[src/ggnh_pkg.sv]
// Shared constants, types and helpers for the greedy geographic next-hop block.
`timescale 1ns / 1ps
package ggnh_pkg;

	localparam int NEIGHBOR_SLOTS = 32;
	localparam int COORD_BITS     = 16;
	localparam int ID_BITS        = 16;
	localparam int SLOT_FIELD_BITS = 5;

	localparam int SLOT_BITS = (NEIGHBOR_SLOTS > 1) ? $clog2(NEIGHBOR_SLOTS) : 1;
	localparam int CNT_BITS  = $clog2(NEIGHBOR_SLOTS + 1);
	localparam int MAG_BITS  = COORD_BITS + 1;
	localparam int SQ_BITS   = 2 * MAG_BITS;
	localparam int DIST_BITS = SQ_BITS + 1;
	localparam int ENTRY_BITS = ID_BITS + 2 * COORD_BITS;

	localparam int IN_FIELD_BITS = SLOT_FIELD_BITS + ID_BITS + 2 * COORD_BITS;
	localparam int IN_DATA_BITS  = ((IN_FIELD_BITS + 7) / 8) * 8;

	localparam logic [ID_BITS-1:0] BROADCAST_ID = '1;

	// action codes
	localparam logic [1:0] ACT_WRITE = 2'd0;
	localparam logic [1:0] ACT_CLEAR = 2'd1;
	localparam logic [1:0] ACT_ROUTE = 2'd2;

	// verdict codes
	localparam logic [1:0] VERDICT_LOCAL = 2'd0;
	localparam logic [1:0] VERDICT_BCAST = 2'd1;
	localparam logic [1:0] VERDICT_FWD   = 2'd2;
	localparam logic [1:0] VERDICT_DROP  = 2'd3;

	// configuration register indexes
	localparam logic [1:0] REG_SELF_ID = 2'd0;
	localparam logic [1:0] REG_SELF_X  = 2'd1;
	localparam logic [1:0] REG_SELF_Y  = 2'd2;

	typedef logic signed [COORD_BITS-1:0] coord_t;
	typedef logic [MAG_BITS-1:0] mag_t;
	typedef logic [DIST_BITS-1:0] dist_t;

	typedef struct packed {
		logic               self;  // entry is this node's own position
		logic [ID_BITS-1:0] node;
	} tag_t;

	// absolute difference of two signed coordinates
	function automatic mag_t abs_diff(input coord_t a, input coord_t b);
		logic signed [MAG_BITS-1:0] d;
		d = {a[COORD_BITS-1], a} - {b[COORD_BITS-1], b};
		return d[MAG_BITS-1] ? mag_t'(-d) : mag_t'(d);
	endfunction

endpackage

[src/greedy_geographic_next_hop.sv]
// Greedy geographic next-hop selector with a memory-held neighbor table.
`timescale 1ns / 1ps
// - Input items arrive on s_tvalid/s_tready with s_tuser = action and s_tdata =
//   {pos_y, pos_x, node_id, slot}. Write and clear items update the neighbor
//   table in the accept cycle and give no result.
// - Route items give one result on m_tvalid/m_tready: m_tuser = verdict,
//   m_tdata = next_hop (zero unless the verdict is forward).
//   A route for this node or for the broadcast id goes straight to the done
//   state, which loads the result once the output register is free; the next
//   item is accepted after that. Any other route scans the table: one issue
//   for this node's own distance, then one table read per slot through the
//   distance pipeline (absolute difference, square, add-and-compare); the
//   drain state waits for the pipeline to empty, then the done state loads
//   the result and the next item follows. Every slot is read, but empty
//   slots are not compared. The table has a single read port, so slots are
//   read in turn.
// - Write and clear leave the block idle; items follow back to back.
// - Configuration (self_id, self_x, self_y) is written through cfg_valid /
//   cfg_index / cfg_data and is always ready; write it only while idle.
// - Reset clears all slot valid bits, the config registers and the output
//   valid bit; a slot enters the comparison only after a write set its valid bit.
// - A stalled receiver holds the result in the output register; the block
//   keeps accepting write and clear items and may finish one more route,
//   which then waits for the output register to drain.
module greedy_geographic_next_hop (
	input  logic                                clk,
	input  logic                                arst_n,
	// input items
	input  logic                                s_tvalid,
	output logic                                s_tready,
	input  logic [ggnh_pkg::IN_DATA_BITS-1:0]   s_tdata,  // slot, node_id, pos_x, pos_y, zero pad
	input  logic [1:0]                          s_tuser,  // action
	// result items
	output logic                                m_tvalid,
	input  logic                                m_tready,
	output logic [ggnh_pkg::ID_BITS-1:0]        m_tdata,  // next_hop
	output logic [1:0]                          m_tuser,  // verdict
	// configuration writes
	input  logic                                cfg_valid,
	output logic                                cfg_ready,
	input  logic [1:0]                          cfg_index,
	input  logic [ggnh_pkg::ID_BITS-1:0]        cfg_data
);
	import ggnh_pkg::*;

	localparam logic [1:0] ST_IDLE  = 2'd0;
	localparam logic [1:0] ST_SCAN  = 2'd1;
	localparam logic [1:0] ST_DRAIN = 2'd2;
	localparam logic [1:0] ST_DONE  = 2'd3;

	logic [1:0] state_q;

	// configuration
	logic [ID_BITS-1:0] self_id_q;
	coord_t             self_x_q;
	coord_t             self_y_q;

	// unpack the input item
	logic [SLOT_FIELD_BITS-1:0] in_slot;
	logic [ID_BITS-1:0]         in_node;
	coord_t                     in_x;
	coord_t                     in_y;
	logic                       in_fire;
	logic                       slot_ok;
	logic [SLOT_BITS-1:0]       wr_addr;

	assign in_slot = s_tdata[SLOT_FIELD_BITS-1:0];
	assign in_node = s_tdata[SLOT_FIELD_BITS +: ID_BITS];
	assign in_x    = s_tdata[SLOT_FIELD_BITS + ID_BITS +: COORD_BITS];
	assign in_y    = s_tdata[SLOT_FIELD_BITS + ID_BITS + COORD_BITS +: COORD_BITS];
	assign in_fire = s_tvalid && s_tready;
	assign slot_ok = int'(in_slot) < NEIGHBOR_SLOTS;
	assign wr_addr = SLOT_BITS'(in_slot);

	assign s_tready  = (state_q == ST_IDLE);
	assign cfg_ready = 1'b1;

	// neighbor table: valid bits in flops, entries in a synchronous memory
	logic [NEIGHBOR_SLOTS-1:0] valid_q;
	logic [ENTRY_BITS-1:0]     tbl_mem [NEIGHBOR_SLOTS];
	logic [ENTRY_BITS-1:0]     rd_data_s1;
	logic                      tbl_we;
	logic [SLOT_BITS-1:0]      rd_addr;

	assign tbl_we = in_fire && (s_tuser == ACT_WRITE) && slot_ok;

	always_ff @(posedge clk) begin
		if (tbl_we) begin
			tbl_mem[wr_addr] <= {in_y, in_x, in_node};
		end
		rd_data_s1 <= tbl_mem[rd_addr];
	end

	// route bookkeeping
	coord_t               dest_x_q;
	coord_t               dest_y_q;
	logic [CNT_BITS-1:0]  cnt_q;
	logic                 scan_q;       // result comes from the scan
	logic [1:0]           fixed_verdict_q;
	dist_t                best_q;
	logic                 found_q;
	logic [ID_BITS-1:0]   hop_q;

	assign rd_addr = SLOT_BITS'(cnt_q - CNT_BITS'(1));

	// scan pipeline
	logic   act_s1;
	logic   self_s1;
	logic   act_s2;
	logic   act_s3;
	tag_t   tag_s2;
	mag_t   abs_x_s2;
	mag_t   abs_y_s2;
	tag_t   tag_s3;
	logic [SQ_BITS-1:0] sq_x_s3;
	logic [SQ_BITS-1:0] sq_y_s3;
	coord_t cand_x;
	coord_t cand_y;
	dist_t  dist_s3;
	logic   pipe_busy;
	logic   issue;

	assign issue     = (state_q == ST_SCAN);
	assign cand_x    = self_s1 ? self_x_q : rd_data_s1[ID_BITS +: COORD_BITS];
	assign cand_y    = self_s1 ? self_y_q : rd_data_s1[ID_BITS + COORD_BITS +: COORD_BITS];
	assign dist_s3   = DIST_BITS'(sq_x_s3) + DIST_BITS'(sq_y_s3);
	assign pipe_busy = act_s1 || act_s2 || act_s3;

	always_ff @(posedge clk or negedge arst_n) begin
		if (!arst_n) begin
			act_s1  <= 1'b0;
			self_s1 <= 1'b0;
			act_s2  <= 1'b0;
			act_s3  <= 1'b0;
		end else begin
			// the self entry goes first, then one slot per cycle
			act_s1  <= issue && ((cnt_q == '0) || valid_q[rd_addr]);
			self_s1 <= issue && (cnt_q == '0);
			act_s2  <= act_s1;
			act_s3  <= act_s2;
		end
	end

	always_ff @(posedge clk) begin
		tag_s2.self <= self_s1;
		tag_s2.node <= rd_data_s1[ID_BITS-1:0];
		abs_x_s2    <= abs_diff(cand_x, dest_x_q);
		abs_y_s2    <= abs_diff(cand_y, dest_y_q);
		tag_s3      <= tag_s2;
		sq_x_s3     <= abs_x_s2 * abs_x_s2;
		sq_y_s3     <= abs_y_s2 * abs_y_s2;
	end

	// add-and-compare: the self entry seeds the best distance
	always_ff @(posedge clk or negedge arst_n) begin
		if (!arst_n) begin
			found_q <= 1'b0;
		end else if (act_s3) begin
			if (tag_s3.self) begin
				found_q <= 1'b0;
			end else if (dist_s3 < best_q) begin
				found_q <= 1'b1;
			end
		end
	end

	always_ff @(posedge clk) begin
		if (act_s3 && (tag_s3.self || (dist_s3 < best_q))) begin
			best_q <= dist_s3;
			hop_q  <= tag_s3.node;
		end
	end

	// control: accept, scan, drain, hand over to the output register
	logic [1:0]         out_verdict;
	logic [ID_BITS-1:0] out_hop;
	logic               out_load;

	assign out_verdict = scan_q ? (found_q ? VERDICT_FWD : VERDICT_DROP) : fixed_verdict_q;
	assign out_hop     = (scan_q && found_q) ? hop_q : '0;
	assign out_load    = (state_q == ST_DONE) && (!m_tvalid || m_tready);

	always_ff @(posedge clk or negedge arst_n) begin
		if (!arst_n) begin
			state_q         <= ST_IDLE;
			cnt_q           <= '0;
			scan_q          <= 1'b0;
			fixed_verdict_q <= VERDICT_LOCAL;
			valid_q         <= '0;
			self_id_q       <= '0;
			self_x_q        <= '0;
			self_y_q        <= '0;
		end else begin
			if (cfg_valid && cfg_ready) begin
				case (cfg_index)
					REG_SELF_ID: self_id_q <= cfg_data;
					REG_SELF_X:  self_x_q  <= coord_t'(cfg_data);
					REG_SELF_Y:  self_y_q  <= coord_t'(cfg_data);
					default: ;
				endcase
			end
			case (state_q)
				ST_IDLE: begin
					if (in_fire) begin
						case (s_tuser)
							ACT_WRITE: begin
								if (slot_ok) begin
									valid_q[wr_addr] <= 1'b1;
								end
							end
							ACT_CLEAR: begin
								if (slot_ok) begin
									valid_q[wr_addr] <= 1'b0;
								end
							end
							ACT_ROUTE: begin
								// self check before broadcast check
								if (in_node == self_id_q) begin
									scan_q          <= 1'b0;
									fixed_verdict_q <= VERDICT_LOCAL;
									state_q         <= ST_DONE;
								end else if (in_node == BROADCAST_ID) begin
									scan_q          <= 1'b0;
									fixed_verdict_q <= VERDICT_BCAST;
									state_q         <= ST_DONE;
								end else begin
									scan_q  <= 1'b1;
									cnt_q   <= '0;
									state_q <= ST_SCAN;
								end
							end
							default: ;
						endcase
					end
				end
				ST_SCAN: begin
					if (cnt_q == CNT_BITS'(NEIGHBOR_SLOTS)) begin
						state_q <= ST_DRAIN;
					end
					cnt_q <= cnt_q + CNT_BITS'(1);
				end
				ST_DRAIN: begin
					if (!pipe_busy) begin
						state_q <= ST_DONE;
					end
				end
				ST_DONE: begin
					if (out_load) begin
						state_q <= ST_IDLE;
					end
				end
				default: state_q <= ST_IDLE;
			endcase
		end
	end

	always_ff @(posedge clk) begin
		if (in_fire && (s_tuser == ACT_ROUTE)) begin
			dest_x_q <= in_x;
			dest_y_q <= in_y;
		end
	end

	// output register
	always_ff @(posedge clk or negedge arst_n) begin
		if (!arst_n) begin
			m_tvalid <= 1'b0;
		end else if (out_load) begin
			m_tvalid <= 1'b1;
		end else if (m_tready) begin
			m_tvalid <= 1'b0;
		end
	end

	always_ff @(posedge clk) begin
		if (out_load) begin
			m_tuser <= out_verdict;
			m_tdata <= out_hop;
		end
	end

	// checks
	a_idle_pipe_empty: assert property (@(posedge clk) disable iff (!arst_n)
		s_tready |-> !pipe_busy)
		else $error("scan pipeline busy while accepting items");

	a_hop_zero: assert property (@(posedge clk) disable iff (!arst_n)
		(m_tvalid && (m_tuser != VERDICT_FWD)) |-> (m_tdata == '0))
		else $error("next_hop nonzero without forward verdict");

	a_load_from_done: assert property (@(posedge clk) disable iff (!arst_n)
		$rose(m_tvalid) |-> $past(state_q == ST_DONE))
		else $error("result loaded outside the done state");

	a_cnt_range: assert property (@(posedge clk) disable iff (!arst_n)
		(state_q == ST_SCAN) |-> (cnt_q <= CNT_BITS'(NEIGHBOR_SLOTS)))
		else $error("scan counter past table end");

	a_self_first: assert property (@(posedge clk) disable iff (!arst_n)
		((state_q == ST_SCAN) && (cnt_q == '0)) |=> (self_s1 && act_s1))
		else $error("scan did not start with own distance");

endmodule
[config.mk]
export PLATFORM = sky130hd
export DESIGN_NAME = greedy_geographic_next_hop
export DESIGN_NICKNAME = d
export VERILOG_FILES = /design/src/ggnh_pkg.sv /design/src/greedy_geographic_next_hop.sv
export SDC_FILE = /design/constraint.sdc
export NUM_CORES = 2
export LEC_CHECK = 0
export ABC_AREA = 0
export BUFFER_PORTS_ARGS = -buffer_cell sky130_fd_sc_hd__buf_4
export CAP_MARGIN = 20
export CELL_PAD_IN_SITES_DETAIL_PLACEMENT = 0
export CELL_PAD_IN_SITES_GLOBAL_PLACEMENT = 1
export CORE_MARGIN = 2
export CORE_UTILIZATION = 50
export CTS_CLUSTER_DIAMETER = 200
export CTS_CLUSTER_SIZE = 16
export DETAILED_ROUTE_END_ITERATION = 6
export GPL_TIMING_DRIVEN = 0
export PLACE_DENSITY_LB_ADDON = 0.1
export SYNTH_ARGS = -nofsm -noshare
export SYNTH_HDL_FRONTEND = slang
export SYNTH_SLANG_ARGS = --single-unit
[constraint.sdc]
create_clock -name clk -period 6.95 [get_ports clk]
set_clock_uncertainty 0.15 [all_clocks]
set_input_delay 0.3475 -clock clk [delete_from_list [all_inputs] [get_ports clk]]
set_output_delay 0.3475 -clock clk [all_outputs]
set_load 0.05 [all_outputs]
==> reports/qor.yml <==
run_status:
  status: "finished, final reports clean"
drt:
  viasPerCell: 5.68
  num_vias: 47200
  drc: 0
  drt_iter0_markers: 4507
  antenna_left: 0
  wl_per_cell_um: 26.9
  dr.pass1.iters: 5
  routed_wl_um: 224000
finish:
  final_common_cell: "edfxtp_1"
  insertedDiodeCount: 0
  area_delta_synth_final_pct: 12.3
  layout_common_cells: "1,637 x edfxtp_1, 680 x inv_1, 490 x mux4_2, 385 x fa_1, 324 x ha_1"
  drive_gt1_share_pct: 19.7
  nNetsFinal: 6644
timing:
  min_period_ns: 6.74
  setup_viol: 0
  rsz0062_at_grt: "yes"
  worst_slew_margin_rel_pct: 22.5
  finalHoldViolations: 0
  setup_slack_ns: 0.211
  fmax_mhz: 148
  final.period_utilization_pct: 97.0
  slew_violations: 0
  worst_slew_pin_slew_ns: 1.16
clocking:
  clkSlewWorstSetupHoldPaths_ns: 0.09
  cts_buffer_depth: 3
  clock_latency_ns: 0.81
  post-cts-setup-buffer-count: 0
  htreeDepth: 4
  cts_tree: "done"
  clock-sinks: 1915
  cts-root-buf: "clkbuf_16"
  numCtsBuffers: 137
die:
  io_pins: 102
  die_y_um: 429
  die-area_um2: 184000
  die_w_um: 429
  rows: 156
  coreArea_um2: 180000
  initial_core_util_pct: 50.2
global_route:
  met3_usage_pct: 2.94
  grt_use_met1_pct: 33.1
  gr-total-overflow: 0
  grt_pass1_vias: 48700
  grt_max_degree: 58
  grt.busiest_layer: "met2"
  antenna_found_initial: 19
  grt_pass1_wl_um: 330000
  grt_use_total_pct: 24.7
  grtUsageMet2_pct: 43.2
synthesis:
  synthCells: 5403
  synth_edf_count: 1637
  async_flop_share_pct: 5.01
  synth_ff_type: "edfxtp_1"
  synth_cell_type_count: 79
  synth-warning-count: 0
  yosysSeqAreaShare_pct: 61.1
  syn-num-nets: 6193
  syn_avg_cell_area_um2: 16.7
  syn_area_um2: 90400
  yosys_register_bits: 1915
place:
  gp_congestion: 0.838
  hpwlAfterDp_um: 166000
  io_buffer_count: 95
  post-place-ws_ns: -0.693
setup_path:
  cp_max_fo: 10
  crit_type: "reg -> reg"
  worst_ep_required_time_ns: 7.53
  worstSetupEndpointType: "flop"
  cp.arrival_ns: 7.32
  ff2ff_setup_slack_ns: 0.21
  cp-start-kind: "flop"
min_path:
  hold_class: "in -> reg"
job:
  cap_violations: 0
## logic make-up (layout without fill, tap and decap cells)
kind of cell,Yosys count,after routing,synth area share [%]
mux,631,631,14.0
simple gates,703,703,3.83
buf+inv,870,1408,3.62
compound gates,408,408,2.92
fa+ha+maj,709,709,13.0
other cells,1,1,0.00415
flops,1915,1915,61.1
xor+xnor,166,166,1.61
## synthesized netlist by cell type (11+ instances only)
cell type	n	area, um^2
a211oi_1	13	97.6
mux4_2	490	11000
or3_1	12	75.1
dfrtp_1	96	2400
or2_2	16	100
nand3b_1	11	82.6
nor2b_1	27	169
a21oi_1	95	475
and3_1	23	144
ha_1	324	4050
xor2_1	34	298
nor3_1	22	110
and2_1	110	688
nand2b_1	22	138
nand2_1	243	912
dfxtp_1	182	3640
xnor2_1	132	1160
nand4_1	21	131
o31ai_1	27	203
fa_1	385	7710
o21ai_0	95	475
nor2_1	134	503
nand3_1	33	165
o21a_1	25	188
a21o_1	57	428
mux2_2	135	1520
clkbuf_1	156	586
edfxtp_1	1637	49200
buf_1	27	101
inv_1	680	2550
## final timing paths
path | from | end | cells past startpoint
hold / removal | s_tdata[0] | valid_q[30] | 4
hold reg to reg | tag_s2[7] | tag_s3[7] | 0
setup reg to reg | abs_y_s2[14] | sq_y_s3[32] | 22
setup / recovery | abs_y_s2[14] | sq_y_s3[32] | 22
max in group asynchronous | arst_n | self_x_q[12] | 4
min in group asynchronous | arst_n | valid_q[7] | 4
## through the flow
stage	cells	util, %	TNS [ns]	hold WS (ns)	area, um^2
2_1_floorplan	5403	-	0	-0.0981	90400
3_3_place_gp	7868	52.2	-2045.43	0.160	94100
3_5_place_dp	7990	53.4	-6.47	0.162	96300
4_1_cts	8297	56.2	0	0.0279	101000
5_1_grt	8311	56.4	-0.218	0.109	102000
6_report	8311	56.4	0	0.0803	102000
## critical path: stages, from the launching register on
cell	delay, ns
dfxtp_2	0.46
buf_4	0.25
nand2_1	0.11
fa_1	0.55
fa_1	0.55
inv_1	0.05
fa_1	0.49
fa_1	0.46
fa_1	0.51
inv_1	0.05
fa_1	0.55
inv_1	0.06
ha_1	0.26
clkbuf_1	0.19
a21oi_2	0.21
inv_1	0.07
o31ai_2	0.29
nand2_1	0.15
o221ai_4	0.23
o31ai_1	0.15
or4b_1	0.51
a31oi_1	0.22
xnor2_1	0.14
## flip-flops by register name, summed over array words and instances (netlist names), 17 cells and up
name and flops:
tbl_mem 1536, abs_x_s2 17, tag_s3 17, sq_x_s3 33, valid_q 32, tag_s2 17, best_q 35, abs_y_s2 17
rd_data_s1 48, sq_y_s3 33
## timing repair
action	in CTS	in global routing
gates resized for setup	84	58
hold endpoints to repair	1753	0
hold buffers	83	0
gates cloned	0	0
setup endpoints to repair	23	10
## per-layer routing
metal | up-vias | wire [um] | part of all wire, %
met3 | 262 | 12400 | 5.6
met5 | - | 144 | 0.064
met4 | 14 | 5110 | 2.3
met2 | 1334 | 116000 | 52
li1 | 20800 | - | -
met1 | 24800 | 90200 | 40
## layout make-up
class,count,area [um^2]
well taps,2370,2970
fillers,14100,78600
clock buffers,213,3760
inverters,680,2550
flip-flops and latches,1915,55300
repair buffers,314,3680
multi-input cells,2618,32300
plain buffers,188,851
clock inverters,13,228
Power is left out: the tool's default activity adds up to more than one toggle a clock period on the data nets, which glitch-free logic cannot reach.
